**config.mk**
```make
export PLATFORM = sky130hd
export DESIGN_NAME = chm_ram
export DESIGN_NICKNAME = d
export VERILOG_FILES = /design/src/hw/rtl/chained_hash_map_engine_unit_assert.svh /design/src/hw/rtl/chm_ram.sv
export SDC_FILE = /design/constraint.sdc
export NUM_CORES = 1
export LEC_CHECK = 0
export CORE_MARGIN = 1.5
export CORE_UTILIZATION = 55
export CTS_CLUSTER_DIAMETER = 100
export CTS_CLUSTER_SIZE = 40
export DETAILED_ROUTE_END_ITERATION = 10
export DONT_BUFFER_PORTS = 1
export HOLD_SLACK_MARGIN = 0.03
export PLACE_DENSITY_LB_ADDON = 0.2
export SLEW_MARGIN = 20
export SYNTH_ARGS = -nofsm -noshare
export SYNTH_HDL_FRONTEND = slang
export SYNTH_SLANG_ARGS = --single-unit
```
**constraint.sdc**
```tcl
create_clock -name clk -period 1.4 [get_ports clk]
set_input_delay 0.07 -clock clk [delete_from_list [all_inputs] [get_ports clk]]
set_output_delay 0.07 -clock clk [all_outputs]
set_load 0.005 [all_outputs]
```
**src/hw/rtl/chained_hash_map_engine_unit_assert.svh**
```systemverilog
// ------------------------------------------------------------------------
// assertion macros for the chained hash map engine
// clocked forms used by the engine unit to check its own logic
// ------------------------------------------------------------------------
`ifndef CHAINED_HASH_MAP_ENGINE_UNIT_ASSERT_SVH
`define CHAINED_HASH_MAP_ENGINE_UNIT_ASSERT_SVH

// condition that holds at every clock edge out of reset
`define CHM_ASSERT_ALWAYS(lbl, cond, msg) \
    lbl: assert property (@(posedge clk) disable iff (!rst_n) (cond)) else $error(msg);

// antecedent implies consequent at the next clock edge
`define CHM_ASSERT_NEXT(lbl, ante, cons, msg) \
    lbl: assert property (@(posedge clk) disable iff (!rst_n) (ante) |=> (cons)) \
        else $error(msg);

`endif

```
**src/hw/rtl/chm_ram.sv**
```systemverilog
// ------------------------------------------------------------------------
// chm_ram
// generic single write, single read ram with registered read data
// ------------------------------------------------------------------------
module chm_ram #(
    parameter int WIDTH = 8,
    parameter int DEPTH = 16
) (
    input  logic                                  clk,
    input  logic                                  we,
    input  logic [((DEPTH > 1) ? $clog2(DEPTH) : 1)-1:0] waddr,
    input  logic [WIDTH-1:0]                      wdata,
    input  logic [((DEPTH > 1) ? $clog2(DEPTH) : 1)-1:0] raddr,
    output logic [WIDTH-1:0]                      rdata
);

    logic [WIDTH-1:0] mem [DEPTH];
    logic [WIDTH-1:0] rdata_reg;

    // write port and registered read port
    always_ff @(posedge clk)
    begin
        if (we)
        begin
            mem[waddr] <= wdata;
        end
        rdata_reg <= mem[raddr];
    end

    assign rdata = rdata_reg;

endmodule

```
==> results of run 1 <==
==> final cells by class <==
cell class / count / area [um^2]
clock buffer: 20 / 435
sequential: 136 / 4000
multi-input combinational: 83 / 1070
tap: 111 / 139
clock inverter: 12 / 224
fill: 569 / 3010
timing repair buffer: 30 / 272
==> worst reg2reg max path: stages (launching register included) <==
cell      delay, ns
edfxtp_1       0.36
mux4_1         0.54
a22oi_1        0.25
nand2_1        0.09
==> layout by cell type, fill, tap and decap left out, drive strengths merged <==
master and n:
dfxtp 8, nor3 4, clkinv 2, clkinvlp 4, nand2b 2, nor2 13
mux4 32, dlygate4sd3 10, buf 19, nand2 9, a22oi 16, nand3 1
nor2b 1, clkbuf 20, nand3b 2, or3b 1, dlymetal6s4s 1, bufinv 6
and2 1, and2b 1, edfxtp 128
==> kinds of logic (layout without fill, tap and decap cells) <==
kind of cell           Yosys count  count (layout)  synth area share (%)
AO/OA/AOI/OAI                   16              16                  2.33
buffers and inverters           10              62                  1.68
flip-flops                     136             136                  77.8
multiplexers                    32              32                  15.0
AND/OR/NAND/NOR                 35              35                  3.18
==> what timing repair did <==
item                       CTS  global route
hold endpoints to repair   168             8
cloned                       0             0
pin swaps                    0             0
setup endpoints to repair    1             9
resized for setup            1             3
==> routing by layer <==
layer / wire length [um] / part of all wire, % / vias up
met5: 0 / 0 / -
met4: 116 / 1.2 / 0
met3: 600 / 6.4 / 10
met2: 4820 / 51 / 93
met1: 3840 / 41 / 1216
li1: - / - / 1050
==> final timing paths <==
path | from | to
min reg2reg | mem[7][1]$_DFFE_PP_ | rdata[1]$_DFF_P_
min | raddr[0] | rdata[1]$_DFF_P_
max reg2reg | mem[9][5]$_DFFE_PP_ | rdata[5]$_DFF_P_
max | mem[9][5]$_DFFE_PP_ | rdata[5]$_DFF_P_
==> power groups by stage <==
stage | Combinational, mW | Clock [mW] | Sequential, mW
floorplan | 0.231 | 0 | 4.66
global placement | 0.250 | 0 | 4.67
detailed placement | 0.249 | 0 | 4.67
CTS | 0.355 | 4.94 | 4.59
global route | 0.380 | 5.10 | 4.59
finish | 0.354 | 4.87 | 4.59
==> per-stage QoR <==
stage	instances	hold slack, ns	total power [mW]
2_1_floorplan	229	0.169	4.89
3_3_place_gp	348	0.169	4.92
3_5_place_dp	348	0.170	4.92
4_1_cts	392	-0.111	9.88
5_1_grt	392	-0.0961	10.1
6_report	392	-0.0902	9.81
==> run metrics, run 1 <==
status=complete, but fails checks; failing checks=hold timing; Final Max Tran Viols=0; DP Worst Slack=around 0.018 ns; final hold viol count=8; final std cell area, no fill=roughly 0.006 mm^2; P_sw=1.79 mW; number of diodes=0; first-pass GRT wire length=between 10,000 and 15,000 um; Synth area leaders=edfxtp_1, mux4_2, mux4_1, dfxtp_1, a22oi_1; root buf cell=clkbuf_8; overall routed net length=roughly 9400 um; die width=99.7 um; max reg flops=approximately 130; CP top delay family=multiplexers; grt ovf=0; core area=0.00915 mm^2; Worst EP required=1.79 ns; Data arrival, critical path=1.75 ns; CP max stage cell=mux4_1; synthesized area per cell=22.5 um^2; skew final=0.0114 ns; Synth Register Bits=136; number of cells on the critical path=3; Worst-Margin Slew=between 0.6 and 0.7 ns; vias in the first global route=2,431; final worst-path setup slack=0.0470 ns; Final GP Congestion=0.695; Critical Path Sink Type=register; placed wire-length estimate=5540 um; largest net degree at the start of global routing=33; initial core utilization=56.2%; Peak Freq=0.739 GHz; Worst Hold Class=input pin to register; CP max FO=1; Combinational Power Share=under 10%; CP Cell Sequence=mux4_1, a22oi_1, nand2_1; WP buf/inv=0; full die area=0.00995 mm^2; Startpoint Class=register; Setup CP Type=register to register; Unique masters post-synth=19; worst skew pair latency=~0.52 ns; Hold WS=-0.0902 ns; vias post-DR=2,369; Area after DPL=~0.0053 mm^2; clock power share=about half; Setup TNS=0 ns; GRT Total Usage=20.8%; 1st-pass router iterations=4; final antenna-violating net count=0; Synth Flop Type=edfxtp_1; Async S/R FF share, synth=0%; die height=between 90 and 100 um; clock transition at the registers of the reported paths=0.06 ns; reg2reg path depth=3; GRT busiest layer=met2; fraction of layout cells with a size suffix above 1=25.3%; met3 Use GR=5.76%; area delta synth->final=19.4%; Cells after Synth=229; Residual DRC=0; sequential fraction of the synthesis area=77.8%; Rel. slew slack=roughly 58%; share of the synthesized area in the top cell type=74.7%; Via density=6.04; hold_buf cts=12; Clock Tree Buf Depth=2; total CTS buffers=17; EDFF count, synth=about 130; Ys Warns=0; switching share of total power=a little under a fifth; postcts setup bufs=0; synth cell count leaders=edfxtp_1, mux4_2, a22oi_1; H-Tree Depth=4; Leakage Power=2.07 nW; power per cell area=around 1600 mW/mm^2; final core utilization=67.1%; min Tclk post-route=~1.4 ns; IO Port Bufs=0; Routed WL per cell=23.9 um; row cnt=35; final setup fails=0; Seq pwr share=46.8%; slack of the worst reg-to-reg path=0.05 ns; io pins=26; internal cell power=8.02 mW; worst vdd rail ir drop=approximately 0.93 mV; CTS tree=yes; Cell Area, Synth=slightly above 0.005 mm^2; met1 Resource Use GR=27.8%; post-synth top area cell=edfxtp_1; violation count after the first detailed-routing iteration=179; RSZ-0062 raised after global routing=no; CTS sink count=136; met2 usage=32.7%; most numerous cell in the Yosys netlist=edfxtp_1; Final #Nets=about 290; max cap viols=0; CP peak stage delay=0.54 ns; initial antenna violation count=0; Syn Nets=between 200 and 250; hold depth=3; fin crit share=96.6%
Power figures use the tool's default switching activity.
==> run 2, diff against run 1 <==
BUFFER_PORTS_ARGS = -buffer_cell sky130_fd_sc_hd__clkbuf_2   (was default)
CORE_UTILIZATION = 54   (was 55)
DONT_BUFFER_PORTS = default   (was 1)
==> run 2 against run 1 <==
The flow now finishes without violations; critical path depth unchanged; via count grew 5.3%; total power is 2.2% lower; final cell count grew 12%; first-iteration DRC count shrank 5.6%; clock skew down 0.0054 ns; clock-buffer cell count fell by 3; hold slack better by 0.20 ns; core utilization grew 1.1 points; flip-flop and latch count unchanged; non-clock buffer count up 28; critical path type unchanged; largest cell class unchanged; largest power group is now registers.
==> run metrics, run 2 (same netlist as run 1, synthesis figures left out) <==
CP max stage cell=mux4_2; 1st-pass router iterations=4 (unchanged); Critical Path Sink Type=register; FF/Latch Area=0.00400 mm^2 (unchanged); vias post-DR=2,495 (+5.3%); vias in the first global route=2,606 (+7.2%); worst skew pair latency=0.51 ns (about the same); placed cells=398 (+14%); clock transition at the registers of the reported paths=0.06 ns (about the same); Hold WS=0.111 ns (+0.201 ns); Worst-Margin Slew=0.759 ns (+0.126 ns); Peak Freq=0.746 GHz (+0.87%); fin cells=438 (+12%); area delta synth->final=22.6%; IO Port Bufs=25 (+25); CTS sink count=136 (unchanged); core area=0.00924 mm^2 (+0.96%); max reg flops=128 (unchanged); max cap viols=0 (unchanged); GRT Total Usage=22.0% (+1.1 points); initial antenna violation count=0 (unchanged); overall routed net length=9890 um (+5.5%); Startpoint Class=register; final core utilization=68.3% (+1.1 points); final setup fails=0 (unchanged); die height=101 um (+0.90%); Final #Nets=314 (+9.8%); slack of the worst reg-to-reg path=0.06 ns (about the same); Clock Tree Buf Depth=2 (unchanged); grt ovf=0 (unchanged); H-Tree Depth=4 (unchanged); fraction of layout cells with a size suffix above 1=34.0% (+8.7 points); CP max FO=1 (unchanged); root buf cell=clkbuf_8; Setup CP Type=register to register; Setup TNS=0 ns (unchanged); Design Power=9.59 mW (-2.2%); most common cell after layout, fill and taps aside=edfxtp_1; Fill cells=589 (+3.5%); CP Cell Sequence=mux4_2, a22oi_2, nand2_1; Area after DPL=0.00560 mm^2 (+4.9%); final hold viol count=0 (-8); Routed WL per cell=22.6 um (-5.6%); Worst Hold Class=input pin to register; power per cell area=1520 mW/mm^2 (-4.8%); row cnt=35 (unchanged); Data arrival, critical path=1.73 ns (-0.02 ns); initial core utilization=55.7% (-0.53 points); DP Worst Slack=-0.114 ns (-0.132 ns); final worst-path setup slack=0.0586 ns (+0.0117 ns); status=completed; largest net degree at the start of global routing=22 (-33%); min Tclk post-route=1.34 ns (-0.0117 ns); fin crit share=95.8% (-0.83 points); CP peak stage delay=0.51 ns (-0.03 ns); postcts setup bufs=0 (unchanged); io pins=26 (unchanged); area of the multi-input gates=0.00107 mm^2 (+0.12%); total CTS buffers=17 (unchanged); first-pass GRT wire length=15,200 um (+8.0%); Final GP Congestion=0.736 (+6.0%); Via density=5.70 (-5.7%); violation count after the first detailed-routing iteration=169 (-5.6%); die width=101 um (+0.90%); skew final=0.00598 ns (-0.00542 ns); final std cell area, no fill=0.00631 mm^2 (+2.7%); Rel. slew slack=49.2% (-8.5 points); final antenna-violating net count=0 (unchanged); placed wire-length estimate=6240 um (+13%); full die area=0.0101 mm^2 (+1.8%); CTS tree=yes; number of diodes=0 (unchanged); Leakage Power=2.17 nW (+4.8%); worst vdd rail ir drop=1.27 mV (+38%); Worst EP required=1.79 ns (about the same); Final Max Tran Viols=0 (unchanged); Residual DRC=0 (unchanged); RSZ-0062 raised after global routing=no; most frequent cells in the layout=edfxtp_1, clkbuf_2, buf_4, mux4_2, clkbuf_16
==> run 2: changes by cell type in the layout (fill, tap and decap cells not counted), sizes merged, moves of 2 or more <==
cell         previous run  this run
clkinv                  2         4
buf                    19        25
bufinv                  6         4
clkbuf                 20        42
dlygate4sd3            10         8
inv                     0         2
==> run 2: area by class of cell <==
class / instances / area share (%)
Tap cell: 129 / 2.56
Clock buffer: 17 / 6.56
Multi-Input combinational cell: 83 / 17.0
Clock inverter: 15 / 3.19
Timing Repair Buffer: 58 / 7.22
Sequential cell: 136 / 63.5
==> run 2: routing by layer <==
layer / wire length (um) / track usage [%] / share of wire [%] / up-vias
li1: - / - / - / 1111
met3: 625 / 5.20 / 6.3 / 13
met2: 5000 / 34.5 / 51 / 96
met5: 0 / 0 / 0 / -
met4: 162 / 8.88 / 1.6 / 0
met1: 4090 / 30.3 / 41 / 1275
==> run 2: critical path, delay by kind of cell, from the launching register on <==
family	cells	cell delay, ns
simple gates	1	0.10
compound gates	1	0.22
mux	1	0.51
flops	1	0.39
==> run 2: power breakdown <==
group	internal [mW]	switching [mW]
Clock	2.89	1.65
Sequential	4.55	0.0300
Combinational	0.221	0.242
Total	7.67	1.92
==> run 2: what timing repair did <==
item	in CTS	in global routing
gates resized for setup	3	1
gates cloned	0	0
hold buffers	8	0
endpoints found under the setup margin	2	1
endpoints found under the hold margin	128	0
==> run 2: worst paths after layout <==
kind	startpoint	to	cells after the start
setup / recovery	mem[3][1]$_DFFE_PP_	rdata[1]$_DFF_P_	3
hold / removal	raddr[1]	rdata[0]$_DFF_P_	4
setup reg to reg	mem[3][1]$_DFFE_PP_	rdata[1]$_DFF_P_	3
hold reg to reg	mem[15][2]$_DFFE_PP_	rdata[2]$_DFF_P_	3
