--- config.mk ---
export PLATFORM = sky130hd
export DESIGN_NAME = chm_hash
export DESIGN_NICKNAME = d
export VERILOG_FILES = /design/src/hw/rtl/chained_hash_map_engine_unit_assert.svh /design/src/hw/rtl/chm_pkg.sv /design/src/hw/rtl/chm_hash.sv
export SDC_FILE = /design/constraint.sdc
export NUM_CORES = 2
export LEC_CHECK = 0
export BUFFER_PORTS_ARGS = -buffer_cell sky130_fd_sc_hd__buf_2
export CAP_MARGIN = 20
export CORE_MARGIN = 8
export CORE_UTILIZATION = 33
export CTS_CLUSTER_DIAMETER = 120
export DETAILED_ROUTE_END_ITERATION = 10
export GPL_TIMING_DRIVEN = 0
export PLACE_DENSITY_LB_ADDON = 0.05
export SLEW_MARGIN = 10
export SYNTH_ARGS = -nofsm -noshare
export SYNTH_HDL_FRONTEND = slang
export SYNTH_SLANG_ARGS = --single-unit
--- constraint.sdc ---
create_clock -name clk -period 11.6 [get_ports clk]
set_input_delay 2.32 -clock clk [delete_from_list [all_inputs] [get_ports clk]]
set_output_delay 2.32 -clock clk [all_outputs]
set_load 0.02 [all_outputs]
--- src/hw/rtl/chained_hash_map_engine_unit_assert.svh ---
// ------------------------------------------------------------------------
// assertion macros for the chained hash map engine
// clocked forms used by the engine unit to check its own logic
// ------------------------------------------------------------------------
`ifndef CHAINED_HASH_MAP_ENGINE_UNIT_ASSERT_SVH
`define CHAINED_HASH_MAP_ENGINE_UNIT_ASSERT_SVH

// condition that holds at every clock edge out of reset
`define CHM_ASSERT_ALWAYS(lbl, cond, msg) \
    lbl: assert property (@(posedge clk) disable iff (!rst_n) (cond)) else $error(msg);

// antecedent implies consequent at the next clock edge
`define CHM_ASSERT_NEXT(lbl, ante, cons, msg) \
    lbl: assert property (@(posedge clk) disable iff (!rst_n) (ante) |=> (cons)) \
        else $error(msg);

`endif

--- src/hw/rtl/chm_pkg.sv ---
// ------------------------------------------------------------------------
// chm_pkg
// shared constants, codes and types of the chained hash map engine
// ------------------------------------------------------------------------
package chm_pkg;

    // default sizes
    localparam int CHM_BUCKETS     = 1024;
    localparam int CHM_NODES       = 4096;
    localparam int CHM_VALUE_WIDTH = 64;

    // configuration port
    localparam int CHM_ADDR_W = 5;
    localparam logic [1:0] CFG_MULT   = 2'd0;
    localparam logic [1:0] CFG_OFFSET = 2'd1;
    localparam logic [1:0] CFG_PRIME  = 2'd2;
    localparam logic [1:0] CFG_BCOUNT = 2'd3;

    // request codes
    localparam logic [2:0] REQ_INSERT = 3'd0;
    localparam logic [2:0] REQ_REMOVE = 3'd1;
    localparam logic [2:0] REQ_LOOKUP = 3'd2;
    localparam logic [2:0] REQ_SET    = 3'd3;
    localparam logic [2:0] REQ_RESET  = 3'd4;

    // status codes
    localparam logic [1:0] ST_HIT      = 2'd0;
    localparam logic [1:0] ST_NEW      = 2'd1;
    localparam logic [1:0] ST_NOTFOUND = 2'd2;
    localparam logic [1:0] ST_FULL     = 2'd3;

    // hash settings handed to the hash unit
    typedef struct packed {
        logic [63:0] mult;
        logic [63:0] offset;
        logic [63:0] prime;
        logic [63:0] nbk;
    } chm_hash_cfg_t;

endpackage

--- src/hw/rtl/chm_hash.sv ---
// ------------------------------------------------------------------------
// chm_hash
// bucket hash: stepped 64-bit multiply, offset, then two remainders
// through one shared compare and subtract unit, one bit per cycle
// ------------------------------------------------------------------------
module chm_hash import chm_pkg::*; #(
    parameter int BUCKETS = CHM_BUCKETS
) (
    input  logic                                        clk,
    input  logic                                        rst_n,
    input  logic                                        start,
    input  logic [63:0]                                 key,
    input  chm_hash_cfg_t                               cfg,
    output logic                                        done,
    output logic [((BUCKETS > 1) ? $clog2(BUCKETS) : 1)-1:0] bucket
);

    localparam int BW = (BUCKETS > 1) ? $clog2(BUCKETS) : 1;

    localparam logic [2:0] H_IDLE = 3'd0;
    localparam logic [2:0] H_MUL  = 3'd1;
    localparam logic [2:0] H_OFF  = 3'd2;
    localparam logic [2:0] H_DIV1 = 3'd3;
    localparam logic [2:0] H_DIV2 = 3'd4;

    logic [2:0]    ph_reg, ph_next;
    logic [5:0]    cnt_reg, cnt_next;
    logic [63:0]   acc_reg, acc_next;
    logic [63:0]   prod_reg, prod_next;
    logic [63:0]   rem_reg, rem_next;
    logic [63:0]   key_reg, key_next;
    logic          done_reg, done_next;
    logic [BW-1:0] bucket_reg, bucket_next;

    logic [31:0] mul_a, mul_b;
    logic [64:0] trial, diff, divisor;
    logic [63:0] rem_step;

    // multiplier operand select per partial product
    always_comb
    begin
        case (cnt_reg[1:0])
            2'd0:
            begin
                mul_a = cfg.mult[31:0];
                mul_b = key_reg[31:0];
            end
            2'd1:
            begin
                mul_a = cfg.mult[31:0];
                mul_b = key_reg[63:32];
            end
            2'd2:
            begin
                mul_a = cfg.mult[63:32];
                mul_b = key_reg[31:0];
            end
            default:
            begin
                mul_a = 32'd0;
                mul_b = 32'd0;
            end
        endcase
    end

    // shared compare and subtract for restoring remainder
    always_comb
    begin
        divisor  = (ph_reg == H_DIV1) ? {1'b0, cfg.prime} : {1'b0, cfg.nbk};
        trial    = {rem_reg, acc_reg[63]};
        diff     = trial - divisor;
        rem_step = (trial >= divisor) ? diff[63:0] : trial[63:0];
    end

    // sequencer
    always_comb
    begin
        ph_next     = ph_reg;
        cnt_next    = cnt_reg;
        acc_next    = acc_reg;
        prod_next   = prod_reg;
        rem_next    = rem_reg;
        key_next    = key_reg;
        done_next   = 1'b0;
        bucket_next = bucket_reg;
        case (ph_reg)
            H_IDLE:
            begin
                if (start)
                begin
                    key_next = key;
                    cnt_next = 6'd0;
                    ph_next  = H_MUL;
                end
            end
            H_MUL:
            begin
                prod_next = {32'd0, mul_a} * {32'd0, mul_b};
                cnt_next  = cnt_reg + 6'd1;
                case (cnt_reg[1:0])
                    2'd0: acc_next = acc_reg;
                    2'd1: acc_next = prod_reg;
                    default: acc_next = acc_reg + {prod_reg[31:0], 32'd0};
                endcase
                if (cnt_reg[1:0] == 2'd3)
                begin
                    ph_next = H_OFF;
                end
            end
            H_OFF:
            begin
                acc_next = acc_reg + cfg.offset;
                rem_next = 64'd0;
                cnt_next = 6'd0;
                // a zero prime skips the first remainder
                ph_next  = (cfg.prime == 64'd0) ? H_DIV2 : H_DIV1;
            end
            H_DIV1:
            begin
                rem_next = rem_step;
                acc_next = {acc_reg[62:0], 1'b0};
                cnt_next = cnt_reg + 6'd1;
                if (cnt_reg == 6'd63)
                begin
                    acc_next = rem_step;
                    rem_next = 64'd0;
                    cnt_next = 6'd0;
                    ph_next  = H_DIV2;
                end
            end
            H_DIV2:
            begin
                rem_next = rem_step;
                acc_next = {acc_reg[62:0], 1'b0};
                cnt_next = cnt_reg + 6'd1;
                if (cnt_reg == 6'd63)
                begin
                    bucket_next = rem_step[BW-1:0];
                    done_next   = 1'b1;
                    ph_next     = H_IDLE;
                end
            end
            default:
            begin
                ph_next = H_IDLE;
            end
        endcase
    end

    // control state
    always_ff @(posedge clk or negedge rst_n)
    begin
        if (!rst_n)
        begin
            ph_reg   <= H_IDLE;
            cnt_reg  <= 6'd0;
            done_reg <= 1'b0;
        end
        else
        begin
            ph_reg   <= ph_next;
            cnt_reg  <= cnt_next;
            done_reg <= done_next;
        end
    end

    // datapath
    always_ff @(posedge clk)
    begin
        acc_reg    <= acc_next;
        prod_reg   <= prod_next;
        rem_reg    <= rem_next;
        key_reg    <= key_next;
        bucket_reg <= bucket_next;
    end

    assign done   = done_reg;
    assign bucket = bucket_reg;

endmodule

==> qor.log <==
INFO  status         status=completed
INFO  route          routed_wire_length_per_instance=30.20µm
INFO  sta            post_layout_min_period=11430ps
INFO  global_routing grt_antenna_before_repair=6
INFO  setup_path     path_class=primary input to flip-flop
INFO  finish         layout.cells.most_common_list=914 x sky130_fd_sc_hd__inv_1, 899 x sky130_fd_sc_hd__fa_1, 852 x sky130_fd_sc_hd__nor2_1, 593 x sky130_fd_sc_hd__nand2_1, 424 x sky130_fd_sc_hd__ha_1
INFO  setup_path     path_max_fanout=10
INFO  sta            worst_clock_skew=20.04ps
INFO  sta            postLayoutSetupSlackWorst=166.7ps
INFO  sta            worst-slew-pin-transition=1296ps
INFO  global_routing first_pass_grt_wire_length=363800µm
INFO  die            num_rows=147
INFO  placed_design  post-place-ws=-2345ps
INFO  sta            worst_hold_slack=549.9ps
INFO  route          drt-total-wl=259000µm
INFO  clocking       number_of_clock_buffers_inserted_by_tritoncts=36
INFO  global_routing maximum_number_of_pins_on_one_net_before_global_route_repair=43
INFO  clocking       cts.reportedPaths.clkPinSlew=60ps
INFO  setup_path     worstPathBufferInverterCount=5
INFO  route          route.antenna.remaining_nets=0
INFO  die            vertical_die_dimension=418.4µm
INFO  sta            timing.final.crit_share=0.9856
INFO  sta            clock.fmax=0.08746GHz
INFO  synthesis      synth_area=53440µm²
INFO  die            area_of_the_placeable_core=160800µm²
INFO  synthesis      synth.distinct_cells=90
INFO  sta            setup_viol=0
INFO  clocking       cts_root_buf=sky130_fd_sc_hd__clkbuf_16
INFO  synthesis      synthesis.nets=7615
INFO  synthesis      ffs_w_async_s_r_synth=0.03623
INFO  die            ioPinCount=334
INFO  synthesis      synth_warnings=0
INFO  finish         final_net_count=8035
INFO  synthesis      synth_top_flop_cell=sky130_fd_sc_hd__edfxtp_1
INFO  route          dr_total_vias=45586
INFO  global_routing global_route.overflow_total=0
INFO  min_path       worst_hold_path_type=flip-flop to flip-flop
INFO  setup_path     cp.arrival=11740ps
INFO  clocking       ctsLongestPathBuffers=3
INFO  global_routing vias_in_the_first_global_route=48436
INFO  sta            finalHoldViolCount=0
INFO  clocking       worst_skew_pair.late_latency=570ps
INFO  route          post_drt_via_cell_ratio=5.314
INFO  sta            timing.setup.tns=0ps
INFO  setup_path     worst_setup_path_end_kind=flip-flop
INFO  setup_path     worst_ep_required_time=11910ps
INFO  synthesis      syn-mean-instance-area=8.955µm²
INFO  route          detailedRoute.firstIterationViolations=3571
INFO  die            initial_core_util=0.3324
INFO  clocking       clock_tree_from_tritoncts=done
INFO  placed_design  detailedPlacementHpwl=222600µm
INFO  synthesis      synthCells=5968
INFO  synthesis      synth_edf_count=266
INFO  finish         post-route-util=0.3743
INFO  clocking       htree_levels=2
INFO  sta            slew_viol_final=0
INFO  setup_path     cp_slowest_cell=sky130_fd_sc_hd__nor4bb_2
INFO  placed_design  gpl.final_weighted_congestion=0.9770
INFO  finish         most_common_cell_after_layout_fill_and_taps_aside=sky130_fd_sc_hd__inv_1
INFO  finish         layout-drive-gt1-share=0.1099
INFO  placed_design  placement.io_buffers=333
INFO  die            die_w=418.4µm
INFO  die            die_area=175100µm²
INFO  finish         layout_stage_area_growth_over_the_synthesis_result=12.60%
INFO  job            max_cap_viol_count=0
INFO  route          drt-pass1-iter-count=6
INFO  setup_path     crit_family=adder cells
INFO  setup_path     worst_path_most_repeated_cell=sky130_fd_sc_hd__fa_1
INFO  synthesis      postSynthRegisterBits=276
INFO  clocking       hold_buffers=0
INFO  setup_path     worstSetupStartpointType=primary input
INFO  clocking       numClockSinks=276
INFO  route          drcViolationCount=0
INFO  synthesis      synth.yosys.seq_area_share=0.1541
INFO  setup_path     max_stage_delay=640ps
INFO  global_routing grt_use_total=0.2905
INFO  sta            slew-limit-headroom=0.1361
==> synthesized netlist by cell type, types with 12 or more instances <==
cell,instances,area [µm²]
sky130_fd_sc_hd__o221ai_1,15,131.4
sky130_fd_sc_hd__o21bai_1,44,330.3
sky130_fd_sc_hd__o21ai_0,171,855.8
sky130_fd_sc_hd__a211oi_1,21,157.7
sky130_fd_sc_hd__nor3_1,39,195.2
sky130_fd_sc_hd__ha_1,425,5318
sky130_fd_sc_hd__xnor2_1,119,1042
sky130_fd_sc_hd__mux2i_1,84,840.8
sky130_fd_sc_hd__o21a_1,31,232.7
sky130_fd_sc_hd__a21o_1,108,810.8
sky130_fd_sc_hd__or3_1,12,75.07
sky130_fd_sc_hd__xor2_1,86,753.2
sky130_fd_sc_hd__nand2_1,593,2226
sky130_fd_sc_hd__nor2_1,864,3243
sky130_fd_sc_hd__nor2b_1,15,93.84
sky130_fd_sc_hd__o31ai_1,14,105.1
sky130_fd_sc_hd__nand2b_1,32,200.2
sky130_fd_sc_hd__buf_2,19,95.09
sky130_fd_sc_hd__and2_1,18,112.6
sky130_fd_sc_hd__a31oi_1,28,175.2
sky130_fd_sc_hd__a22o_1,31,271.5
sky130_fd_sc_hd__and3_1,29,181.4
sky130_fd_sc_hd__o211ai_1,23,172.7
sky130_fd_sc_hd__nor4_1,23,143.9
sky130_fd_sc_hd__nand4_1,64,400.4
sky130_fd_sc_hd__o21ai_1,20,100.1
sky130_fd_sc_hd__a222oi_1,47,470.5
sky130_fd_sc_hd__a21oi_1,285,1426
sky130_fd_sc_hd__edfxtp_1,266,7988
sky130_fd_sc_hd__clkbuf_1,297,1115
sky130_fd_sc_hd__or2_2,31,193.9
sky130_fd_sc_hd__a22oi_1,75,563.0
sky130_fd_sc_hd__fa_1,899,18000
sky130_fd_sc_hd__nand3_1,49,245.2
sky130_fd_sc_hd__a221oi_1,15,131.4
sky130_fd_sc_hd__inv_1,916,3438
==> timing repair <==
action	CTS	global route
setup endpoints to repair	45	9
hold endpoints to repair	0	0
gates cloned	0	0
setup buffers	13	1
pin swaps	9	3
gates resized for setup	110	67
==> per-layer routing <==
metal	track usage	wire, µm	part of all wire	vias up
met5	0	40	0.00015	-
met4	0.1604	18630	0.072	4
met3	0.03571	14330	0.055	404
met2	0.5008	124600	0.48	1605
met1	0.3525	101400	0.39	23206
li1	-	-	-	20367
==> final timing paths <==
check / startpoint / end / slack, ps / cells after the start
max: cfg[210] / prod_reg[62]$_DFFE_PN_ / 170 / 27
min: cnt_reg[2]$_DFFE_PN0P_ / cnt_reg[2]$_DFFE_PN0P_ / 550 / 1
max reg2reg: cnt_reg[1]$_DFFE_PN0P_ / prod_reg[63]$_DFFE_PN_ / 200 / 35
min reg2reg: cnt_reg[2]$_DFFE_PN0P_ / cnt_reg[2]$_DFFE_PN0P_ / 550 / 1
max in group asynchronous: rst_n / cnt_reg[2]$_DFFE_PN0P_ / 9730 / 1
min in group asynchronous: rst_n / done$_DFF_PN0_ / 1630 / 1
==> per-stage QoR <==
stage               instances  cell area, µm²
floorplan                5968           53440
global placement         8461           57810
detailed placement       8521           58670
CTS                      8582           60130
global route             8576           60170
finish                   8578           60170
==> final cells by class <==
| class | instances | area, µm² |
|---|---|---|
| plain buffers | 303 | 1326 |
| well taps | 2160 | 2703 |
| flip-flops and latches | 276 | 8238 |
| clock buffers | 40 | 915.9 |
| clock inverters | 26 | 240.2 |
| diodes | 2 | 5.005 |
| fillers | 16932 | 100600 |
| repair buffers | 408 | 2524 |
| inverters | 916 | 3445 |
| multi-input cells | 4447 | 40780 |
==> cell families (layout without fill, tap and decap cells) <==
| group | Yosys count | after routing | share of synthesized area |
|---|---|---|---|
| adders and majority gates | 1324 | 1324 | 0.4363 |
| buffers and inverters | 1245 | 1693 | 0.08817 |
| DFF | 276 | 276 | 0.1541 |
| other | 0 | 2 | 0 |
| and+or+nand+nor | 1809 | 1809 | 0.1429 |
| muxes | 91 | 91 | 0.01721 |
| xor gates and xnor gates | 205 | 205 | 0.03360 |
| AOI/OAI and AO/OA | 1018 | 1018 | 0.1277 |
Power is left out: the tool's default activity adds up to more than one toggle a clock period on the data nets, which glitch-free logic cannot reach.
